File: src/rtl/rlgr_pkg.sv
// Shared types and constants for the RLGR entropy encoder.
// Holds the item structs, the register index codes and the fixed field widths.
// No dependencies.
package rlgr_pkg;

  // Fixed widths that follow from the coding scheme
  localparam int unsigned ValueW  = 32;
  localparam int unsigned CodeW   = 64;
  localparam int unsigned CountW  = 7;
  localparam int unsigned KW      = 5;   // run parameter, 0..16
  localparam int unsigned KrW     = 6;   // rice parameter, 0..32
  localparam int unsigned ZrcW    = 17;  // zero run counter, up to 2^16
  localparam int unsigned StepW   = 4;
  localparam int unsigned CfgIdxW = 3;
  localparam int unsigned FifoD   = 3;   // most code fields one item can cause

  typedef struct packed {
    logic              kind;
    logic [ValueW-1:0] value;
  } in_item_t;

  typedef struct packed {
    logic [CodeW-1:0]  code_bits;
    logic [CountW-1:0] bit_count;
    logic              last;
  } out_item_t;

  typedef enum logic [CfgIdxW-1:0] {
    CFG_SIGNED_MODE       = 3'd0,
    CFG_RUN_UP_STEP       = 3'd1,
    CFG_RUN_DOWN_STEP     = 3'd2,
    CFG_FULL_RUN_UP_STEP  = 3'd3,
    CFG_RUN_END_DOWN_STEP = 3'd4
  } cfg_idx_e;

  // Item kinds
  localparam logic KIND_VALUE  = 1'b0;
  localparam logic KIND_FINISH = 1'b1;

endpackage

File: src/rtl/rlgr_encoder.sv
// Top level of the RLGR entropy encoder: state, coding logic, field queue
// and output register. Depends on rlgr_pkg.
//
// The encoder takes one value (or a finish request) per item and codes it in a
// single registered pass: the run-length and Golomb-Rice fields, and the new
// run level, rice level and zero run count, are formed in the cycle the item
// is accepted. The fields (up to three: run-end head, unary part, residual or
// raw escape) go into a three-entry queue that drains one field per cycle into
// the output register whenever that register is empty or being taken. A new
// item is accepted once the queue is empty or its last field is leaving, so
// items flow back to back while the result side keeps taking fields; the
// one-field-per-cycle output channel sets the rate. The configuration registers
// are written through a plain write port and should only change while the
// encoder is idle.
module rlgr_encoder
  import rlgr_pkg::*;
#(
  parameter int unsigned SCALE = 4
) (
  input  logic               clk_i,
  input  logic               rst_ni,
  input  logic               in_valid_i,
  output logic               in_ready_o,
  input  in_item_t           in_data_i,
  output logic               out_valid_o,
  input  logic               out_ready_i,
  output out_item_t          out_data_o,
  input  logic               cfg_we_i,
  input  logic [CfgIdxW-1:0] cfg_idx_i,
  input  logic [StepW-1:0]   cfg_data_i
);

  localparam int unsigned KMax     = 16;
  localparam int unsigned KrMax    = 32;
  localparam int unsigned RunCap   = KMax * SCALE;
  localparam int unsigned RiceCap  = KrMax * SCALE;
  localparam int unsigned RiceInit = 2 * SCALE;
  localparam int unsigned LW       = $clog2(RunCap + 1);
  localparam int unsigned RW       = $clog2(RiceCap + 1);

  // Configuration registers
  logic             signed_mode_q;
  logic [StepW-1:0] run_up_step_q, run_down_step_q;
  logic [StepW-1:0] full_run_up_step_q, run_end_down_step_q;

  // Adaptation state
  logic [LW-1:0]   run_level_q, run_level_d;
  logic [RW-1:0]   rice_level_q, rice_level_d;
  logic [ZrcW-1:0] zrc_q, zrc_d;

  // Field queue and output register
  out_item_t          st_q [FifoD];
  out_item_t          st_new [FifoD];
  logic [1:0]         n_q, n_new;
  logic               out_valid_q;
  out_item_t          out_q;
  logic               pop, in_fire;

  // Coding datapath
  logic [KW-1:0]     k;
  logic [KrW-1:0]    kr;
  logic [ValueW-1:0] u, ur, q;
  logic              esc, rice_b_vld, full;
  logic [CountW-1:0] un_len;
  out_item_t         rice_a, rice_b, head, zero_bit;
  logic [RW-1:0]     rice_adapt;
  logic [ValueW:0]   nb;
  logic [ZrcW-1:0]   zrc_inc;
  logic [LW:0]       rl_up, rl_full;

  // Write configuration registers
  always_ff @(posedge clk_i or negedge rst_ni) begin
    if (!rst_ni) begin
      signed_mode_q       <= 1'b1;
      run_up_step_q       <= 4'd3;
      run_down_step_q     <= 4'd1;
      full_run_up_step_q  <= 4'd2;
      run_end_down_step_q <= 4'd1;
    end else if (cfg_we_i) begin
      case (cfg_idx_i)
        CFG_SIGNED_MODE:       signed_mode_q       <= cfg_data_i[0];
        CFG_RUN_UP_STEP:       run_up_step_q       <= cfg_data_i;
        CFG_RUN_DOWN_STEP:     run_down_step_q     <= cfg_data_i;
        CFG_FULL_RUN_UP_STEP:  full_run_up_step_q  <= cfg_data_i;
        CFG_RUN_END_DOWN_STEP: run_end_down_step_q <= cfg_data_i;
        default: ;
      endcase
    end
  end

  // Derive coding parameters: each level over SCALE, found by threshold compares
  always_comb begin
    k = '0;
    for (int unsigned i = 1; i <= KMax; i++) begin
      if (run_level_q >= LW'(i * SCALE)) k = KW'(i);
    end
  end

  always_comb begin
    kr = '0;
    for (int unsigned i = 1; i <= KrMax; i++) begin
      if (rice_level_q >= RW'(i * SCALE)) kr = KrW'(i);
    end
  end

  // Fold the value
  always_comb begin
    if (signed_mode_q && in_data_i.value[ValueW-1]) begin
      u = {~in_data_i.value[ValueW-2:0], 1'b1};
    end else if (signed_mode_q) begin
      u = {in_data_i.value[ValueW-2:0], 1'b0};
    end else begin
      u = in_data_i.value;
    end
  end

  // Golomb-Rice fields of the coded number
  assign ur         = (k == '0) ? u : u - 32'd1;
  assign q          = ur >> kr;
  assign esc        = |q[ValueW-1:6];
  assign un_len     = {1'b0, q[5:0]} + 7'd1;
  assign rice_b_vld = esc || (kr != '0);

  always_comb begin
    if (esc) begin
      rice_a = '{code_bits: '1, bit_count: 7'd64, last: 1'b0};
      rice_b = '{code_bits: {32'd0, ur}, bit_count: 7'd64, last: 1'b0};
    end else begin
      rice_a = '{code_bits: ((64'd1 << un_len) - 64'd1) & ~64'd1,
                 bit_count: un_len, last: 1'b0};
      rice_b = '{code_bits: {32'd0, ur} & ((64'd1 << kr) - 64'd1),
                 bit_count: CountW'(kr), last: 1'b0};
    end
  end

  // Adapt the rice level from the quotient
  assign nb = {1'b0, q} + (ValueW + 1)'(rice_level_q) - 33'd1;

  always_comb begin
    if (q == '0) begin
      rice_adapt = (rice_level_q < RW'(2)) ? '0 : rice_level_q - RW'(2);
    end else if (q > 32'd1) begin
      rice_adapt = (nb > (ValueW + 1)'(RiceCap)) ? RW'(RiceCap) : RW'(nb);
    end else begin
      rice_adapt = rice_level_q;
    end
  end

  // Run fields and run level steps
  assign zero_bit = '{code_bits: '0, bit_count: 7'd1, last: 1'b0};
  assign head     = '{code_bits: (64'd1 << k) | ({47'd0, zrc_q} & ((64'd1 << k) - 64'd1)),
                      bit_count: CountW'(k) + 7'd1, last: 1'b0};
  assign zrc_inc  = zrc_q + 17'd1;
  assign full     = (zrc_inc == (17'd1 << k));
  assign rl_up    = (LW + 1)'(run_level_q) + (LW + 1)'(run_up_step_q);
  assign rl_full  = (LW + 1)'(run_level_q) + (LW + 1)'(full_run_up_step_q);

  // Code one item: fields and next state
  always_comb begin
    n_new        = 2'd0;
    st_new[0]    = zero_bit;
    st_new[1]    = rice_a;
    st_new[2]    = rice_b;
    run_level_d  = run_level_q;
    rice_level_d = rice_level_q;
    zrc_d        = zrc_q;
    if (in_data_i.kind == KIND_FINISH) begin
      n_new        = (zrc_q != '0) ? 2'd1 : 2'd0;
      run_level_d  = '0;
      rice_level_d = RW'(RiceInit);
      zrc_d        = '0;
    end else if (k == '0) begin
      st_new[0]    = rice_a;
      st_new[1]    = rice_b;
      n_new        = rice_b_vld ? 2'd2 : 2'd1;
      rice_level_d = rice_adapt;
      zrc_d        = '0;
      if (u == '0) begin
        run_level_d = (rl_up > (LW + 1)'(RunCap)) ? LW'(RunCap) : LW'(rl_up);
      end else begin
        run_level_d = (run_level_q < LW'(run_down_step_q)) ? '0
                    : run_level_q - LW'(run_down_step_q);
      end
    end else if (u == '0) begin
      if (full) begin
        n_new       = 2'd1;
        zrc_d       = '0;
        run_level_d = (rl_full > (LW + 1)'(RunCap)) ? LW'(RunCap) : LW'(rl_full);
      end else begin
        zrc_d = zrc_inc;
      end
    end else begin
      st_new[0]    = head;
      n_new        = rice_b_vld ? 2'd3 : 2'd2;
      rice_level_d = rice_adapt;
      zrc_d        = '0;
      run_level_d  = (run_level_q > LW'(run_end_down_step_q))
                   ? run_level_q - LW'(run_end_down_step_q) : '0;
    end
    // Mark the final field of the item
    for (int i = 0; i < FifoD; i++) begin
      st_new[i].last = (2'(i) == n_new - 2'd1);
    end
  end

  // Handshake: move a field when the output register frees up
  assign pop        = (n_q != 2'd0) && (!out_valid_q || out_ready_i);
  assign in_ready_o = (n_q == 2'd0) || ((n_q == 2'd1) && pop);
  assign in_fire    = in_valid_i && in_ready_o;

  // Hold adaptation state and queue fill
  always_ff @(posedge clk_i or negedge rst_ni) begin
    if (!rst_ni) begin
      run_level_q  <= '0;
      rice_level_q <= RW'(RiceInit);
      zrc_q        <= '0;
      n_q          <= 2'd0;
      out_valid_q  <= 1'b0;
    end else begin
      if (in_fire) begin
        run_level_q  <= run_level_d;
        rice_level_q <= rice_level_d;
        zrc_q        <= zrc_d;
        n_q          <= n_new;
      end else if (pop) begin
        n_q <= n_q - 2'd1;
      end
      if (pop) begin
        out_valid_q <= 1'b1;
      end else if (out_ready_i) begin
        out_valid_q <= 1'b0;
      end
    end
  end

  // Load or advance the queue and the output payload
  always_ff @(posedge clk_i) begin
    if (in_fire) begin
      st_q <= st_new;
    end else if (pop) begin
      st_q[0] <= st_q[1];
      st_q[1] <= st_q[2];
    end
    if (pop) begin
      out_q <= st_q[0];
    end
  end

  assign out_valid_o = out_valid_q;
  assign out_data_o  = out_q;

  // Levels stay within their saturation bounds
  assert property (@(posedge clk_i) disable iff (!rst_ni)
    (run_level_q <= LW'(RunCap)) && (rice_level_q <= RW'(RiceCap)))
    else $error("adaptation level beyond its cap");

  // A run never reaches its full length without being flushed
  assert property (@(posedge clk_i) disable iff (!rst_ni)
    (k != '0) |-> ({1'b0, zrc_q} < (18'd1 << k)))
    else $error("zero run count reached a full run");

  // Every delivered field carries at least one bit and at most 64
  assert property (@(posedge clk_i) disable iff (!rst_ni)
    out_valid_o |-> (out_data_o.bit_count != '0) && (out_data_o.bit_count <= 7'd64))
    else $error("output field with bad bit count");

  // A finish item restarts the adaptation state
  assert property (@(posedge clk_i) disable iff (!rst_ni)
    (in_fire && (in_data_i.kind == KIND_FINISH)) |=>
      (run_level_q == '0) && (zrc_q == '0) && (rice_level_q == RW'(RiceInit)))
    else $error("state not reinitialized after finish");

endmodule

File: config.mk
export PLATFORM = sky130hd
export DESIGN_NAME = rlgr_encoder
export DESIGN_NICKNAME = d
export VERILOG_FILES = /design/src/rtl/rlgr_pkg.sv /design/src/rtl/rlgr_encoder.sv
export SDC_FILE = /design/constraint.sdc
export NUM_CORES = 1
export LEC_CHECK = 0
export BUFFER_PORTS_ARGS = -buffer_cell sky130_fd_sc_hd__buf_2
export CORE_MARGIN = 8
export CORE_UTILIZATION = 45
export CTS_CLUSTER_DIAMETER = 200
export DETAILED_ROUTE_END_ITERATION = 10
export PLACE_DENSITY_LB_ADDON = 0.15
export SLEW_MARGIN = 20
export SYNTH_ARGS = -nofsm -noshare
export SYNTH_HDL_FRONTEND = slang
export SYNTH_SLANG_ARGS = --single-unit
File: constraint.sdc
create_clock -name clk_i -period 20 [get_ports clk_i]
set_clock_uncertainty 0.2 [all_clocks]
set_input_delay 1 -clock clk_i [delete_from_list [all_inputs] [get_ports clk_i]]
set_output_delay 1 -clock clk_i [all_outputs]
set_load 0.01 [all_outputs]
# --- Word-level counts from Yosys, hierarchy flattened ---
# Cells that the tools add are included.
classes:
  add_sub_neg: 16
  order_cmp: 55
  n_eq_ne: 10
  shifts: 5
  n_mux: 90
  bitwise: 4
  reduce_logical: 27
ops:
  columns: ["op", "n"]
  rows:
  - ["$mux 144", 3]
  - ["$mux 72", 5]
  - ["$sub 64x1->64 const B", 3]
  - ["$mux 6", 31]
  - ["$ge 8x7->1 const B", 16]
  - ["$mux 32", 3]
  - ["$mux 5", 15]
  - ["$mux 17", 4]
  - ["$and 17x64->64", 1]
  - ["$and 32x64->64", 1]
  - ["$ge 8x6->1 const B", 8]
  - ["$logic_not 32->1", 2]
  - ["$or 64x64->64", 1]
  - ["$shl 1x5->64 const A", 1]
  - ["$shl 1x6->64 const A", 1]
  - ["$shl 1x7->64 const A", 1]
  - ["$mux 7", 9]
  - ["$ge 7x6->1 const B", 8]
  - ["$mux 8", 7]
  - ["$add 32x8->33", 1]
  - ["$gt 33x8->1 const B", 1]
  - ["$sub 33x1->33 const B", 1]
  - ["$ge 8x5->1 const B", 4]
  - ["$gt 32x1->1 const B", 1]
  - ["44 further kinds", 79]
word_totals:
  reg_bits: 340
  out_inout_bits: 74

# --- Depth between registers and ports, before layout ---
depth:
  word_depth: 43
  depth_mapped: 41
  depth_no_buf: 35

# --- Least setup slack after synthesis ---
# No wires, ideal clock.
synth_timing:
  path_type: "input-to-reg"
  startpoint: "input in_data_i[31] (netlist bit)"
  endpoint: "register rice_level_q[7]"
  setup_time_ns: 0.124
  arrival_ns: 9.444
  slack_ns: 10.232
  path_stages: 39
  n_path_buf: 7
  path_cell_list: "buf_4 -> buf_6 -> buf_4 -> buf_4 -> buf_4 -> xor2_1 -> mux2i_1 -> ha_1 -> nand2_1 -> nor3_2 -> nand4_1 -> xnor2_1 -> o22ai_1 -> a221o_1 -> nor3b_1 -> or2_1 -> buf_2 -> inv_2 -> [... 3 more ...] -> ha_1 -> a21o_1 -> a21oi_1 -> o21bai_1 -> a21o_1 -> a21oi_1 -> o21ai_0 -> a31o_2 -> a2111oi_0 -> o41ai_1 -> a21oi_1 -> o21bai_1 -> a21oi_1 -> xor2_1 -> or4_1 -> a2111oi_1 -> nand2b_1 -> a211o_1"
synth_via:
  elab_chain_cells: 14
  word_cells_on_any_way: 20
synth_rtl:
  columns: ["item", "line_no", "text"]
  rows:
  - ["start: declaration", "rlgr_encoder.sv:24", "input in_item_t in_data_i,"]
  - ["$mux 32 / $logic_and 1x1->1 (equally long branches)", "rlgr_encoder.sv:110, rlgr_encoder.sv:108", null]
  - ["$mux 32 (*)", "rlgr_encoder.sv:108", "if (signed_mode_q && in_data_i.value[ValueW-1]) begin"]
  - ["$sub 32x1->32", "rlgr_encoder.sv:118", "assign ur = (k == '0) ? u : u - 32'd1;"]
  - ["$mux 32", "rlgr_encoder.sv:118", null]
  - ["$shr 32x6->32", "rlgr_encoder.sv:119", "assign q = ur >> kr;"]
  - ["$add 32x8->33", "rlgr_encoder.sv:137", "assign nb = {1'b0, q} + (ValueW + 1)'(rice_level_q) - 33'd1;"]
  - ["$sub 33x1->33", "rlgr_encoder.sv:137", null]
  - ["$gt 33x8->1", "rlgr_encoder.sv:143", "rice_adapt = (nb > (ValueW + 1)'(RiceCap)) ? RW'(RiceCap) : RW'(nb);"]
  - ["$mux 8", "rlgr_encoder.sv:143", null]
  - ["$mux 8", "rlgr_encoder.sv:142", "end else if (q > 32'd1) begin"]
  - ["$mux 8", "rlgr_encoder.sv:140", "if (q == '0) begin"]
  - ["$mux 8", "rlgr_encoder.sv:184", "end else if (u == '0) begin"]
  - ["$mux 8", "rlgr_encoder.sv:172", "end else if (k == '0) begin"]
  - ["$mux 8", "rlgr_encoder.sv:167", "if (in_data_i.kind == KIND_FINISH) begin"]
  - ["end signal: assignment", "rlgr_encoder.sv:215", "rice_level_q <= RW'(RiceInit);"]
  - ["end signal: assignment", "rlgr_encoder.sv:222", "rice_level_q <= rice_level_d;"]
  - ["end: declaration", "rlgr_encoder.sv:48", "logic [RW-1:0] rice_level_q, rice_level_d;"]
# Mark *: on every way between the ends. The rest lies on a longest branch, timed or not. The select of a mux whose other input is x is not followed.
# A chain may end at the register's enable or synchronous reset.

# --- Worst setup path after layout ---
layout_timing:
  startpoint: "register run_level_q[6]"
  endpoint: "register rice_level_q[7]"
layout_via:
  elab_chain_cells: 29
  word_cells_on_any_way: 48
layout_rtl:
  columns: ["item", "line_no", "text"]
  rows:
  - ["start: declaration", "rlgr_encoder.sv:47", "logic [LW-1:0] run_level_q, run_level_d;"]
  - ["start signal: assignment", "rlgr_encoder.sv:221", "run_level_q <= run_level_d;"]
  - ["$ge 7x3->1", "rlgr_encoder.sv:95", "if (run_level_q >= LW'(i * SCALE)) k = KW'(i);"]
  - ["$mux 1", "rlgr_encoder.sv:95", null]
  - ["$mux 5 (14 in series)", "rlgr_encoder.sv:95", null]
  - ["$mux 5 (*)", "rlgr_encoder.sv:95", null]
  - ["$logic_not 5->1 (*)", "rlgr_encoder.sv:118, rlgr_encoder.sv:172", null]
  - ["$mux 32", "rlgr_encoder.sv:118", null]
  - ["$shr 32x6->32", "rlgr_encoder.sv:119", null]
  - ["$add 32x8->33", "rlgr_encoder.sv:137", null]
  - ["$sub 33x1->33", "rlgr_encoder.sv:137", null]
  - ["$gt 33x8->1", "rlgr_encoder.sv:143", null]
  - ["$mux 8", "rlgr_encoder.sv:143", null]
  - ["$mux 8", "rlgr_encoder.sv:142", null]
  - ["$mux 8", "rlgr_encoder.sv:140", null]
  - ["$mux 8", "rlgr_encoder.sv:184", null]
  - ["$mux 8", "rlgr_encoder.sv:172", null]
  - ["$mux 8", "rlgr_encoder.sv:167", null]
# Marks and branches as above.

==> results_dict.tcl <==
set metrics [dict create \
    critPathCaptureType "register" \
    fmax_ghz 0.0862 \
    ys_ff_latch 308 \
    hold_viol 0 \
    start_util 0.453 \
    finalSetupViolations 0 \
    wirelength_um 88200 \
    fin_setup_tns_ps 0 \
    rsz0062_at_grt "false" \
    clock_latency_ps 530 \
    clkSlewWorstSetupHoldPaths_ps 70 \
    io_pins 119 \
    crit_slowest_cell "or2_1" \
    grtUsageTotal 0.268 \
    drt_iter0_markers 2773 \
    die_x_um 251 \
    power_density_mw_per_mm2 208 \
    antenna_cells 0 \
    seq_area_frac_synth 0.362 \
    drive_above_1_share 0.114 \
    syn_nets 3038 \
    p_total_w 0.00561 \
    ys_warn_count 0 \
    antenna_found_initial 1 \
    worst_pin_slew_ps 1130 \
    drt-pass1-iter-count 6 \
    start_kind "register" \
    synth_area_mm2 0.0248 \
    status "complete, no violations" \
    cts_buffers 34 \
    core_area_mm2 0.0549 \
    dp_slack_ps 8760 \
    via_count 23200 \
    hold_class "reg2reg" \
    fin_nets 3047 \
    globalplace.congestion 1.02 \
    cpMostUsedCell "a21oi_1" \
    syn_to_final_growth_pct 8.54 \
    syn_avg_cell_area_um2 8.60 \
    cts.sinks 308 \
    dp_hpwl_um 65100 \
    clock_path_buffers 3 \
    slew_headroom 0.241 \
    grt_max_degree 93 \
    post_drt_via_cell_ratio 6.39 \
    drv_slew 0 \
    worst-path-buf-inv 6 \
    drt-wirelength-per-cell_um 24.3 \
    cts_tree "done" \
    htreeDepth 2 \
    die-area_mm2 0.0630 \
    synth_edf_count 256 \
    power.leakage_nw 10.4 \
    ctsResizeCount 0 \
    cts-hold-fix-buffers 0 \
    path_delay_family "compound AO/OA/AOI/OAI gates" \
    stdcell_area_mm2 0.0270 \
    postRouteAntennaNets 0 \
    required_ps 20210 \
    drc_errors 0 \
    netlist_instances 2888 \
    cts_setup_buffers 0 \
    criticalPathCategory "reg2reg" \
    drv_cap 0 \
    ir_drop_mv 0.151 \
    r2r_slack_ps 8400 \
    grt_pass1_wl_um 134000 \
    die_y_um 251 \
    row_count 86 \
    finalCritPeriodShare 0.580 \
    worst_slack_ps 8400 \
    crit_path_max_incr_delay_ps 710 \
    grt.overflow.total 0 \
    cts_root_buf "clkbuf_16" \
    ys_types 113 \
    async_flop_share 0.169 \
    fin_crit_ps 11600 \
    synth_ff_type "edfxtp_1" \
    cp.arrival_ps 11820 \
    numPortBuffers 118 \
    grt_pass1_vias 21800 \
    crit_fanout 26 \
    place_area_mm2 0.0259 \
]
-- logic make-up after synthesis --
logic type / Yosys count / share of synthesized area
adders and majority gates: 105 / 0.0544
and+or+nand+nor: 1083 / 0.215
muxes: 60 / 0.0270
AOI/OAI and AO/OA: 879 / 0.237
xor gates and xnor gates: 153 / 0.0539
buffers and inverters: 300 / 0.0499
DFF: 308 / 0.362
-- layout make-up --
| type | count | area [um^2] |
|---|---|---|
| Sequential cell | 308 | 9000 |
| Clock inverter | 22 | 183 |
| Timing Repair Buffer | 168 | 966 |
| Multi-Input combinational cell | 2280 | 14600 |
| Fill cell | 5315 | 27900 |
| Inverter | 105 | 397 |
| Tap cell | 704 | 881 |
| Clock buffer | 38 | 897 |
-- flip-flops by register name, summed over array words and instances, names as in the netlist --
| signal | flops |
|---|---|
| run_end_down_step_q | 4 |
| rice_level_q | 8 |
| out_valid_o | 1 |
| zrc_q | 17 |
| run_up_step_q | 4 |
| run_down_step_q | 4 |
| st_q | 184 |
| signed_mode_q | 1 |
| run_level_q | 7 |
| n_q | 2 |
| full_run_up_step_q | 4 |
| out_data_o | 72 |
-- metrics by stage --
| stage | hold slack [ps] | utilization | instances |
|---|---|---|---|
| 2_1_floorplan | 200 | - | 2888 |
| 4_1_cts | 210 | 0.491 | 3625 |
| 3_3_place_gp | 201 | 0.472 | 3565 |
| 3_5_place_dp | 205 | 0.472 | 3565 |
| 5_1_grt | 215 | 0.491 | 3625 |
| 6_report | 212 | 0.491 | 3625 |
-- cells in the mapped netlist, types with 36 or more instances --
library cell | count | area (um^2)
dfrtp_1 | 45 | 1130
clkbuf_1 | 138 | 518
ha_1 | 100 | 1250
edfxtp_1 | 256 | 7690
mux2i_1 | 39 | 390
nand2_1 | 338 | 1270
nor3_1 | 65 | 325
and3_1 | 36 | 225
a31oi_1 | 44 | 275
nand3_1 | 95 | 475
inv_1 | 96 | 360
o21ai_0 | 221 | 1110
a21o_1 | 48 | 360
xor2_1 | 53 | 464
xnor2_1 | 100 | 876
nand2b_1 | 41 | 257
nand4_1 | 37 | 231
nor2_1 | 260 | 976
a21oi_1 | 203 | 1020
-- worst paths after layout --
path                                       startpoint                                  to  cells past startpoint
min reg2reg                       st_q[180]$_DFFE_PP_            out_data_o[36]$_DFFE_PP_                      0
min                               st_q[180]$_DFFE_PP_            out_data_o[36]$_DFFE_PP_                      0
max reg2reg                run_level_q[6]$_DFFE_PN0P_         rice_level_q[7]$_DFFE_PN0P_                     36
max in group asynchronous                      rst_ni         rice_level_q[2]$_DFFE_PN0P_                      2
min in group asynchronous                      rst_ni  run_end_down_step_q[2]$_DFFE_PN0P_                      2
max                        run_level_q[6]$_DFFE_PN0P_         rice_level_q[7]$_DFFE_PN0P_                     36
-- power by group --
| part | switching (W) | internal, W |
|---|---|---|
| sequential | 0.0000934 | 0.00111 |
| clock | 0.000263 | 0.000351 |
| combinational | 0.00254 | 0.00125 |
-- metal layers --
layer  GRT usage  vias to the layer above  share of wire
li1            -                    10800              -
met1       0.368                    11100           0.43
met2       0.425                     1108           0.44
met3      0.0321                      223          0.073
met4       0.116                        2          0.047
met5           0                        -        0.00014
-- placed cells by master, fill, tap and decap left out, drive strengths merged, types with 11 or more instances in the layout --
| master | Yosys | routed |
|---|---|---|
| xnor2 | 100 | 100 |
| a21o | 48 | 48 |
| nor4 | 29 | 29 |
| mux2 | 17 | 17 |
| and2 | 32 | 32 |
| a221oi | 14 | 14 |
| clkbuf | 138 | 38 |
| o211ai | 18 | 18 |
| a211oi | 25 | 25 |
| a21oi | 207 | 207 |
| dfrtp | 45 | 45 |
| o21ai | 235 | 235 |
| a22oi | 12 | 12 |
| a31oi | 45 | 45 |
| or3 | 21 | 21 |
| clkinv | 2 | 11 |
| edfxtp | 256 | 256 |
| nor3 | 72 | 72 |
| nor2 | 262 | 262 |
| o22ai | 29 | 29 |
| nor3b | 13 | 13 |
| o31ai | 32 | 32 |
| and4 | 11 | 11 |
| buf | 57 | 168 |
| nand2b | 41 | 41 |
| xor2 | 53 | 53 |
| inv | 103 | 107 |
| nand4 | 39 | 39 |
| nand2 | 340 | 340 |
| nor2b | 32 | 32 |
| a221o | 18 | 18 |
| a22o | 18 | 18 |
| mux2i | 39 | 39 |
| a21boi | 15 | 15 |
| nand3 | 99 | 99 |
| and3 | 37 | 37 |
| ha | 100 | 100 |
(Power assumes the default switching activity.)
